--- src/rtl/dsu_pkg.sv ---
// ----------------------------------------------------------------------------
// dsu_pkg: shared types and constants for the disjoint-set union engine
// Field widths, operation codes, table entry layout and the command/status
// bundles between the controller and the datapath.
// ----------------------------------------------------------------------------
package dsu_pkg;

  localparam int ElemW   = 10;
  localparam int OpW     = 2;
  localparam int RankW   = 4;
  localparam int CountW  = 11;
  localparam int DataW   = 32;
  localparam int PaddrW  = 3;
  localparam int RegIdxW = 1;

  localparam int DefaultMaxElements = 1024;

  localparam logic [CountW-1:0]  CountReset       = 11'd1024;
  localparam logic [RegIdxW-1:0] RegElementCount  = 1'd0;
  localparam logic [RankW-1:0]   RankMax          = 4'd15;

  localparam logic [OpW-1:0] OpFind  = 2'd0;
  localparam logic [OpW-1:0] OpUnite = 2'd1;
  localparam logic [OpW-1:0] OpSame  = 2'd2;
  localparam logic [OpW-1:0] OpNone  = 2'd3;

  typedef enum logic [1:0] {
    MEM_IDLE,
    MEM_READ,
    MEM_WRITE
  } dsu_mem_e;

  typedef enum logic [2:0] {
    ADDR_CLEAR,
    ADDR_START,
    ADDR_CUR,
    ADDR_NEXT,
    ADDR_RA,
    ADDR_RB
  } dsu_addr_e;

  typedef enum logic [2:0] {
    WD_CLEAR,
    WD_COMPRESS,
    WD_A_UNDER_B,
    WD_B_UNDER_A,
    WD_RANK_UP
  } dsu_wdata_e;

  typedef enum logic [1:0] {
    CUR_HOLD,
    CUR_START,
    CUR_NEXT
  } dsu_cur_e;

  typedef enum logic [2:0] {
    RES_ZERO,
    RES_BAD,
    RES_FIND,
    RES_SAME,
    RES_UNITE
  } dsu_res_e;

  // One table word: parent link, root mark, rank.
  typedef struct packed {
    logic [ElemW-1:0] parent;
    logic             root;
    logic [RankW-1:0] rank;
  } dsu_entry_t;

  typedef struct packed {
    logic       load_item;
    dsu_mem_e   mem_op;
    dsu_addr_e  addr_sel;
    dsu_wdata_e wdata_sel;
    dsu_cur_e   cur_sel;
    logic       side_b;
    logic       capture_root;
    logic       clear_step;
    logic       res_load;
    dsu_res_e   res_kind;
  } dsu_cmd_t;

  typedef struct packed {
    logic [OpW-1:0] op;
    logic           bad;
    logic           root_hit;
    logic           same_root;
    logic           rank_lt;
    logic           rank_eq;
    logic           rank_a_max;
    logic           clear_last;
  } dsu_status_t;

endpackage

--- src/rtl/dsu_ctrl.sv ---
// ----------------------------------------------------------------------------
// dsu_ctrl: sequencer of the disjoint-set union engine
// Clear sweep, root walk, compression pass, merge writes and result handoff.
// ----------------------------------------------------------------------------
module dsu_ctrl (
  input  logic                 clk_i,
  input  logic                 rst_ni,
  input  logic                 in_valid_i,
  output logic                 in_ready_o,
  output logic                 out_valid_o,
  input  logic                 out_ready_i,
  input  dsu_pkg::dsu_status_t status_i,
  output dsu_pkg::dsu_cmd_t    cmd_o
);

  localparam logic [3:0] S_CLEAR   = 4'd0;
  localparam logic [3:0] S_IDLE    = 4'd1;
  localparam logic [3:0] S_DECODE  = 4'd2;
  localparam logic [3:0] S_WALK_RD = 4'd3;
  localparam logic [3:0] S_WALK    = 4'd4;
  localparam logic [3:0] S_COMP_RD = 4'd5;
  localparam logic [3:0] S_COMP    = 4'd6;
  localparam logic [3:0] S_MERGE   = 4'd7;
  localparam logic [3:0] S_RANK_UP = 4'd8;
  localparam logic [3:0] S_RESULT  = 4'd9;

  logic [3:0] state_q, state_d;
  logic       side_b_q, side_b_d;
  logic       out_valid_q, out_valid_d;

  always_comb begin
    state_d  = state_q;
    side_b_d = side_b_q;
    cmd_o    = '0;
    cmd_o.side_b = side_b_q;

    case (state_q)
      S_CLEAR: begin
        cmd_o.mem_op     = dsu_pkg::MEM_WRITE;
        cmd_o.addr_sel   = dsu_pkg::ADDR_CLEAR;
        cmd_o.wdata_sel  = dsu_pkg::WD_CLEAR;
        cmd_o.clear_step = 1'b1;
        if (status_i.clear_last) state_d = S_IDLE;
      end
      S_IDLE: begin
        if (in_valid_i) begin
          cmd_o.load_item = 1'b1;
          state_d = S_DECODE;
        end
      end
      S_DECODE: begin
        side_b_d = 1'b0;
        if ((status_i.op == dsu_pkg::OpNone) || status_i.bad) state_d = S_RESULT;
        else state_d = S_WALK_RD;
      end
      S_WALK_RD: begin
        cmd_o.mem_op   = dsu_pkg::MEM_READ;
        cmd_o.addr_sel = dsu_pkg::ADDR_START;
        cmd_o.cur_sel  = dsu_pkg::CUR_START;
        state_d = S_WALK;
      end
      S_WALK: begin
        cmd_o.mem_op = dsu_pkg::MEM_READ;
        if (status_i.root_hit) begin
          // root found: latch it and restart from the start for compression
          cmd_o.capture_root = 1'b1;
          cmd_o.addr_sel     = dsu_pkg::ADDR_START;
          cmd_o.cur_sel      = dsu_pkg::CUR_START;
          state_d = S_COMP;
        end else begin
          cmd_o.addr_sel = dsu_pkg::ADDR_NEXT;
          cmd_o.cur_sel  = dsu_pkg::CUR_NEXT;
        end
      end
      S_COMP: begin
        if (!status_i.root_hit) begin
          cmd_o.mem_op    = dsu_pkg::MEM_WRITE;
          cmd_o.addr_sel  = dsu_pkg::ADDR_CUR;
          cmd_o.wdata_sel = dsu_pkg::WD_COMPRESS;
          cmd_o.cur_sel   = dsu_pkg::CUR_NEXT;
          state_d = S_COMP_RD;
        end else if (!side_b_q && (status_i.op != dsu_pkg::OpFind)) begin
          side_b_d = 1'b1;
          state_d  = S_WALK_RD;
        end else if ((status_i.op == dsu_pkg::OpUnite) && !status_i.same_root) begin
          state_d = S_MERGE;
        end else begin
          state_d = S_RESULT;
        end
      end
      S_COMP_RD: begin
        cmd_o.mem_op   = dsu_pkg::MEM_READ;
        cmd_o.addr_sel = dsu_pkg::ADDR_CUR;
        state_d = S_COMP;
      end
      S_MERGE: begin
        cmd_o.mem_op = dsu_pkg::MEM_WRITE;
        if (status_i.rank_lt) begin
          cmd_o.addr_sel  = dsu_pkg::ADDR_RA;
          cmd_o.wdata_sel = dsu_pkg::WD_A_UNDER_B;
          state_d = S_RESULT;
        end else begin
          cmd_o.addr_sel  = dsu_pkg::ADDR_RB;
          cmd_o.wdata_sel = dsu_pkg::WD_B_UNDER_A;
          if (status_i.rank_eq && !status_i.rank_a_max) state_d = S_RANK_UP;
          else state_d = S_RESULT;
        end
      end
      S_RANK_UP: begin
        cmd_o.mem_op    = dsu_pkg::MEM_WRITE;
        cmd_o.addr_sel  = dsu_pkg::ADDR_RA;
        cmd_o.wdata_sel = dsu_pkg::WD_RANK_UP;
        state_d = S_RESULT;
      end
      S_RESULT: begin
        if (!out_valid_q || out_ready_i) begin
          cmd_o.res_load = 1'b1;
          if (status_i.op == dsu_pkg::OpNone) cmd_o.res_kind = dsu_pkg::RES_ZERO;
          else if (status_i.bad) cmd_o.res_kind = dsu_pkg::RES_BAD;
          else if (status_i.op == dsu_pkg::OpFind) cmd_o.res_kind = dsu_pkg::RES_FIND;
          else if (status_i.op == dsu_pkg::OpSame) cmd_o.res_kind = dsu_pkg::RES_SAME;
          else cmd_o.res_kind = dsu_pkg::RES_UNITE;
          state_d = S_IDLE;
        end
      end
      default: state_d = S_IDLE;
    endcase
  end

  always_comb begin
    out_valid_d = out_valid_q;
    if (cmd_o.res_load) out_valid_d = 1'b1;
    else if (out_ready_i) out_valid_d = 1'b0;
  end

  always_ff @(posedge clk_i or negedge rst_ni) begin
    if (!rst_ni) begin
      state_q     <= S_CLEAR;
      side_b_q    <= 1'b0;
      out_valid_q <= 1'b0;
    end else begin
      state_q     <= state_d;
      side_b_q    <= side_b_d;
      out_valid_q <= out_valid_d;
    end
  end

  assign in_ready_o  = (state_q == S_IDLE);
  assign out_valid_o = out_valid_q;

endmodule

--- config.mk ---
export PLATFORM = sky130hd
export DESIGN_NAME = dsu_ctrl
export DESIGN_NICKNAME = d
export VERILOG_FILES = /design/src/rtl/dsu_pkg.sv /design/src/rtl/dsu_ctrl.sv
export SDC_FILE = /design/constraint.sdc
export NUM_CORES = 1
export LEC_CHECK = 0
export BUFFER_PORTS_ARGS = -buffer_cell sky130_fd_sc_hd__buf_4
export CAP_MARGIN = 30
export CORE_MARGIN = 2
export CORE_UTILIZATION = 43
export DETAILED_ROUTE_END_ITERATION = 10
export GPL_TIMING_DRIVEN = 0
export PLACE_DENSITY = 0.78
export RECOVER_POWER = 100
export SLEW_MARGIN = 10
export SYNTH_ARGS = -nofsm -noshare
export SYNTH_HDL_FRONTEND = slang
export SYNTH_SLANG_ARGS = --single-unit
--- constraint.sdc ---
create_clock -name clk_i -period 1.4 [get_ports clk_i]
set_input_delay 0.28 -clock clk_i [delete_from_list [all_inputs] [get_ports clk_i]]
set_output_delay 0.28 -clock clk_i [all_outputs]
set_load 0.01 [all_outputs]
**Word-level counts from Yosys, hierarchy flattened**

Cells that the tools add are included.

- Output and inout port bits: 20
- Logic and storage cells: 71
- Register bits: 6
- Input port bits: 13

- Multiplexer cells: 34
- Equal/unequal tests: 18
- Reduce and logical (&&, ||, !) cells: 16

Operators by type and width:

| cell | number |
|---|---|
| two-way mux 4 bit | 12 |
| case mux 4 bit (10 select lines) | 1 |
| case mux 5 bit (7 select lines) | 1 |
| equality test 4 x 3 -> 1 bit (second input constant) | 4 |
| two-way mux 3 bit | 4 |
| inequality test 2 bit (second input constant) | 6 |
| two-way mux 1 bit | 10 |
| two-way mux 10 bit | 1 |
| case mux 3 bit (3 select lines) | 1 |
| equality test 4 x 2 -> 1 bit (second input constant) | 2 |
| equality test 4 bit (second input constant) | 2 |
| case mux 2 bit (3 select lines) | 1 |
| nonzero test 2 bit | 3 |
| equality test 2 bit (second input constant) | 2 |
| equality test 4 x 1 -> 1 bit (second input constant) | 1 |
| zero test 1 bit | 4 |
| zero test 4 bit | 1 |
| two-way mux 2 bit | 2 |
| AND reduction 4 bit | 1 |
| logical AND 1 bit | 3 |
| AND reduction 3 bit | 1 |
| equality test 2 x 1 -> 1 bit (second input constant) | 1 |
| zero test 2 bit | 1 |
| logical OR 1 bit | 2 |
| case mux 1 bit (2 select lines) | 1 |

**Longest topological paths before layout**

- Depth in word-level cells: 8
- Depth in mapped cells: 5
- Depth with buffers taken out: 4

**Worst setup path after synthesis**

Ideal clock, no wire load.

- Kind: register to output
- Start point: reg state_q[0]
- End point: out cmd_o[14] (netlist name)
- Cell stages (with the launch flop): 4
- Slack: -153 ps
- Data arrival time: 1,273 ps
- Data required time: 1,120 ps
- Path through: dfrtp_1 > buf_6 > nor4b_1 > or2_2

RTL lines:

| what | RTL line | RTL |
|---|---|---|
| start, declared | dsu_ctrl.sv:27 | `logic [3:0] state_q, state_d;` |
| start signal, assigned | dsu_ctrl.sv:142 | `state_q <= state_d;` |
| end, declared | dsu_ctrl.sv:13 | `output dsu_pkg::dsu_cmd_t cmd_o` |

==> flow_metrics.tcl <==
set metrics [dict create \
    status "complete, but fails checks" \
    violations "setup timing" \
    max_slew.worst_pin.slew_ps 450.6 \
    grt_pass1_wl_um 4540 \
    syn_to_final_growth_pct 103.9 \
    slew_viol_final 0 \
    crit_cells 6 \
    worstRegToRegCells 6 \
    rr_startpoint "state_q[0]" \
    die_x_um 41.45 \
    swShare_pct 46.24 \
    globalplace.congestion 0.8885 \
    grt_setup_unrepaired "yes" \
    crit_type "reg2out" \
    fin_crit_sh_pct 138.4 \
    crit_path_end_kind "primary output" \
    endpoint "cmd_o[1]" \
    track_usage_pct 34.77 \
    internal_power_uw 1593 \
    yosysUniqueCellTypes 33 \
    cp_slowest_cell "dfrtp_1" \
    pwr-share-comb_pct 82.5 \
    crit_top_cell "buf_4" \
    wl_per_cell_um 22.78 \
    tns_ps -6898 \
    ys_seq_area_share_pct 24.90 \
    cp-start-kind "register" \
    design_area_um2 1230 \
    p_clk_share_pct 6.3 \
    io_pins 33 \
    dpl-instance-area_um2 883.3 \
    clock_latency_ps 270 \
    power.leakage_uw 0.0005906 \
    path_cells "buf_6 > nor2_4 > nand4_1 > buf_4 > nor3_2 > buf_4" \
    coreArea_um2 1301 \
    max_slew_margin_pct 69.65 \
    diodes 0 \
    synthCells 86 \
    drive_above_1_share_pct 59.57 \
    skew_ps 18.97 \
    finalHoldViolCount 0 \
    critPathMaxStageDelay_ps 380 \
    cap_viol_max_count 0 \
    hold_path.class "in2reg" \
    layout_common_cells "buf_4, buf_6, nor2_1, nand2_1, dfrtp_1" \
    drcViolationCount 0 \
    grt_pass1_vias 920 \
    dpl.hpwl_um 1440 \
    clkTransAtPathRegs_ps 60 \
    finalNetCount 156 \
    initial_utilization_pct 46.35 \
    drt.antenna.violating_nets 0 \
    portBuffers 32 \
    crit_path_max_fanout 5 \
    cts_max_level 1 \
    ir_worst_vdd_mv 1.685 \
    synth-seq-cells 6 \
    power_density_nw_per_um2 2409 \
    viasPerCell 6.699 \
    setup_ws_ps -537.7 \
    r2r_slack_ps -150 \
    dr.pass1.iters 4 \
    clk_path_buf_depth 2 \
    r2r-end "state_q[3]" \
    critPathTopFamily "buffers and inverters" \
    grt_overflow_total 0 \
    grt_max_degree 11 \
    setup_viol 22 \
    finalCriticalPeriod_ps 1938 \
    clock_sinks 6 \
    num_rows 13 \
    max_freq_mhz 516.1 \
    die_h_um 41.45 \
    ys_warn_count 0 \
    p_switching_uw 1370 \
    hp-start "status_i[1]" \
    root_buffer "clkbuf_4" \
    synth_area_um2 603.1 \
    drt_wl_total_um 3553 \
    cp-startpoint "state_q[2]" \
    cts_buffers 3 \
    final_common_cell "buf_4" \
    critPathArrivalTime_ps 1660 \
    avgSynthCellArea_um2 7.013 \
    fp.dieArea_um2 1718 \
    antenna_found_initial 0 \
    required_ps 1120 \
    synthesis.nets 99 \
    vias 1045 \
    cts_tree "built" \
    drt_iter0_markers 58 \
    power_frac_seq_pct 11.2 \
    path_buf_inv 3 \
]
[layer usage]
layer	GRT usage, %	vias to the layer above	wire, µm
li1	-	415	-
met1	39.20	484	1243
met2	62.19	109	1639
met3	6.087	37	383
met4	16.77	0	286
met5	0	-	0
[metrics by stage]
stage	hold WS [ps]	setup WS, ps	instances	power (µW)	util [%]
6_report	393.1	-537.7	156	2963	94.52
5_1_grt	429.3	-553.0	156	3052	94.52
4_1_cts	348.0	-333.3	152	2503	88.56
3_5_place_dp	90.06	-222.8	133	1659	67.88
3_3_place_gp	86.54	-197.9	133	1642	67.88
2_1_floorplan	-15.59	-17.10	86	1157	-
[power by group through the flow]
| stage | registers [µW] | clock network, µW | logic (µW) |
|---|---|---|---|
| 4_1_cts | 323 | 166 | 2010 |
| 5_1_grt | 333 | 196 | 2520 |
| 2_1_floorplan | 310 | 0 | 847 |
| 6_report | 333 | 187 | 2440 |
| 3_3_place_gp | 327 | 0 | 1310 |
| 3_5_place_dp | 331 | 0 | 1330 |
[synth_stat cells, drive strengths merged]
cell type | n | area [µm²]
nor2 | 15 | 58.81
nand2 | 9 | 33.78
buf | 8 | 53.80
dfrtp | 6 | 150.1
a21oi | 5 | 25.02
inv | 5 | 18.77
o21ai | 4 | 20.01
a31oi | 3 | 18.77
mux2i | 3 | 30.03
nand3 | 3 | 15.01
and3 | 2 | 12.51
nand2b | 2 | 12.51
nor2b | 2 | 12.51
nor3 | 2 | 10.01
nor4 | 2 | 12.51
o31ai | 2 | 15.01
a211o | 1 | 8.760
a41oi | 1 | 8.760
and2 | 1 | 6.260
nand3b | 1 | 7.510
nand4 | 1 | 6.260
nor3b | 1 | 7.510
nor4b | 1 | 8.760
o221ai | 1 | 8.760
o22a | 1 | 8.760
o41ai | 1 | 8.760
or2 | 1 | 6.260
or3 | 1 | 6.260
or3b | 1 | 11.26
[flip-flops by register name, indices dropped and copies added, names as in the netlist]
name         flops
out_valid_o      1
side_b_q         1
state_q          4
[how the worst min path moves through the flow]
stage,end,slack [ps],depth (start not counted)
final,state_q[0],390,4
after global routing,state_q[1],430,4
after CTS,out_valid_o,350,3
after detailed placement,out_valid_o,90,1
after global placement,out_valid_o,90,1
after floorplan,out_valid_o,-20,0
[cells by family after synthesis]
group / count (synthesis) / share of synthesized area [%]
buffers and inverters: 13 / 12.03
flip-flops: 6 / 24.90
multiplexers: 3 / 4.979
AO/OA/AOI/OAI: 19 / 20.33
AND/OR/NAND/NOR: 45 / 37.76
[tightest hold or removal path, stage by stage]
cell     delay [ps]
buf_4            80
o31ai_1          60
nand2_1          80
a211o_1         120
[timing repair]
| action | CTS | global route |
|---|---|---|
| pin swaps | 10 | 10 |
| hold buffers | 1 | 0 |
| cloned | 1 | 0 |
| buffers inserted | 15 | 5 |
| endpoints found under the setup margin | 18 | 21 |
| endpoints found under the hold margin | 6 | 0 |
| resized for setup | 25 | 15 |
[final cells by class]
class                   count  area [µm²]
plain buffers               7       65.06
clock buffers               3       22.52
inverters                   5       18.77
well taps                  15       18.77
multi-input cells          67       500.5
fillers                    40       71.32
flip-flops and latches      6       151.4
repair buffers             53       452.9
Power figures use the tool's default switching activity.
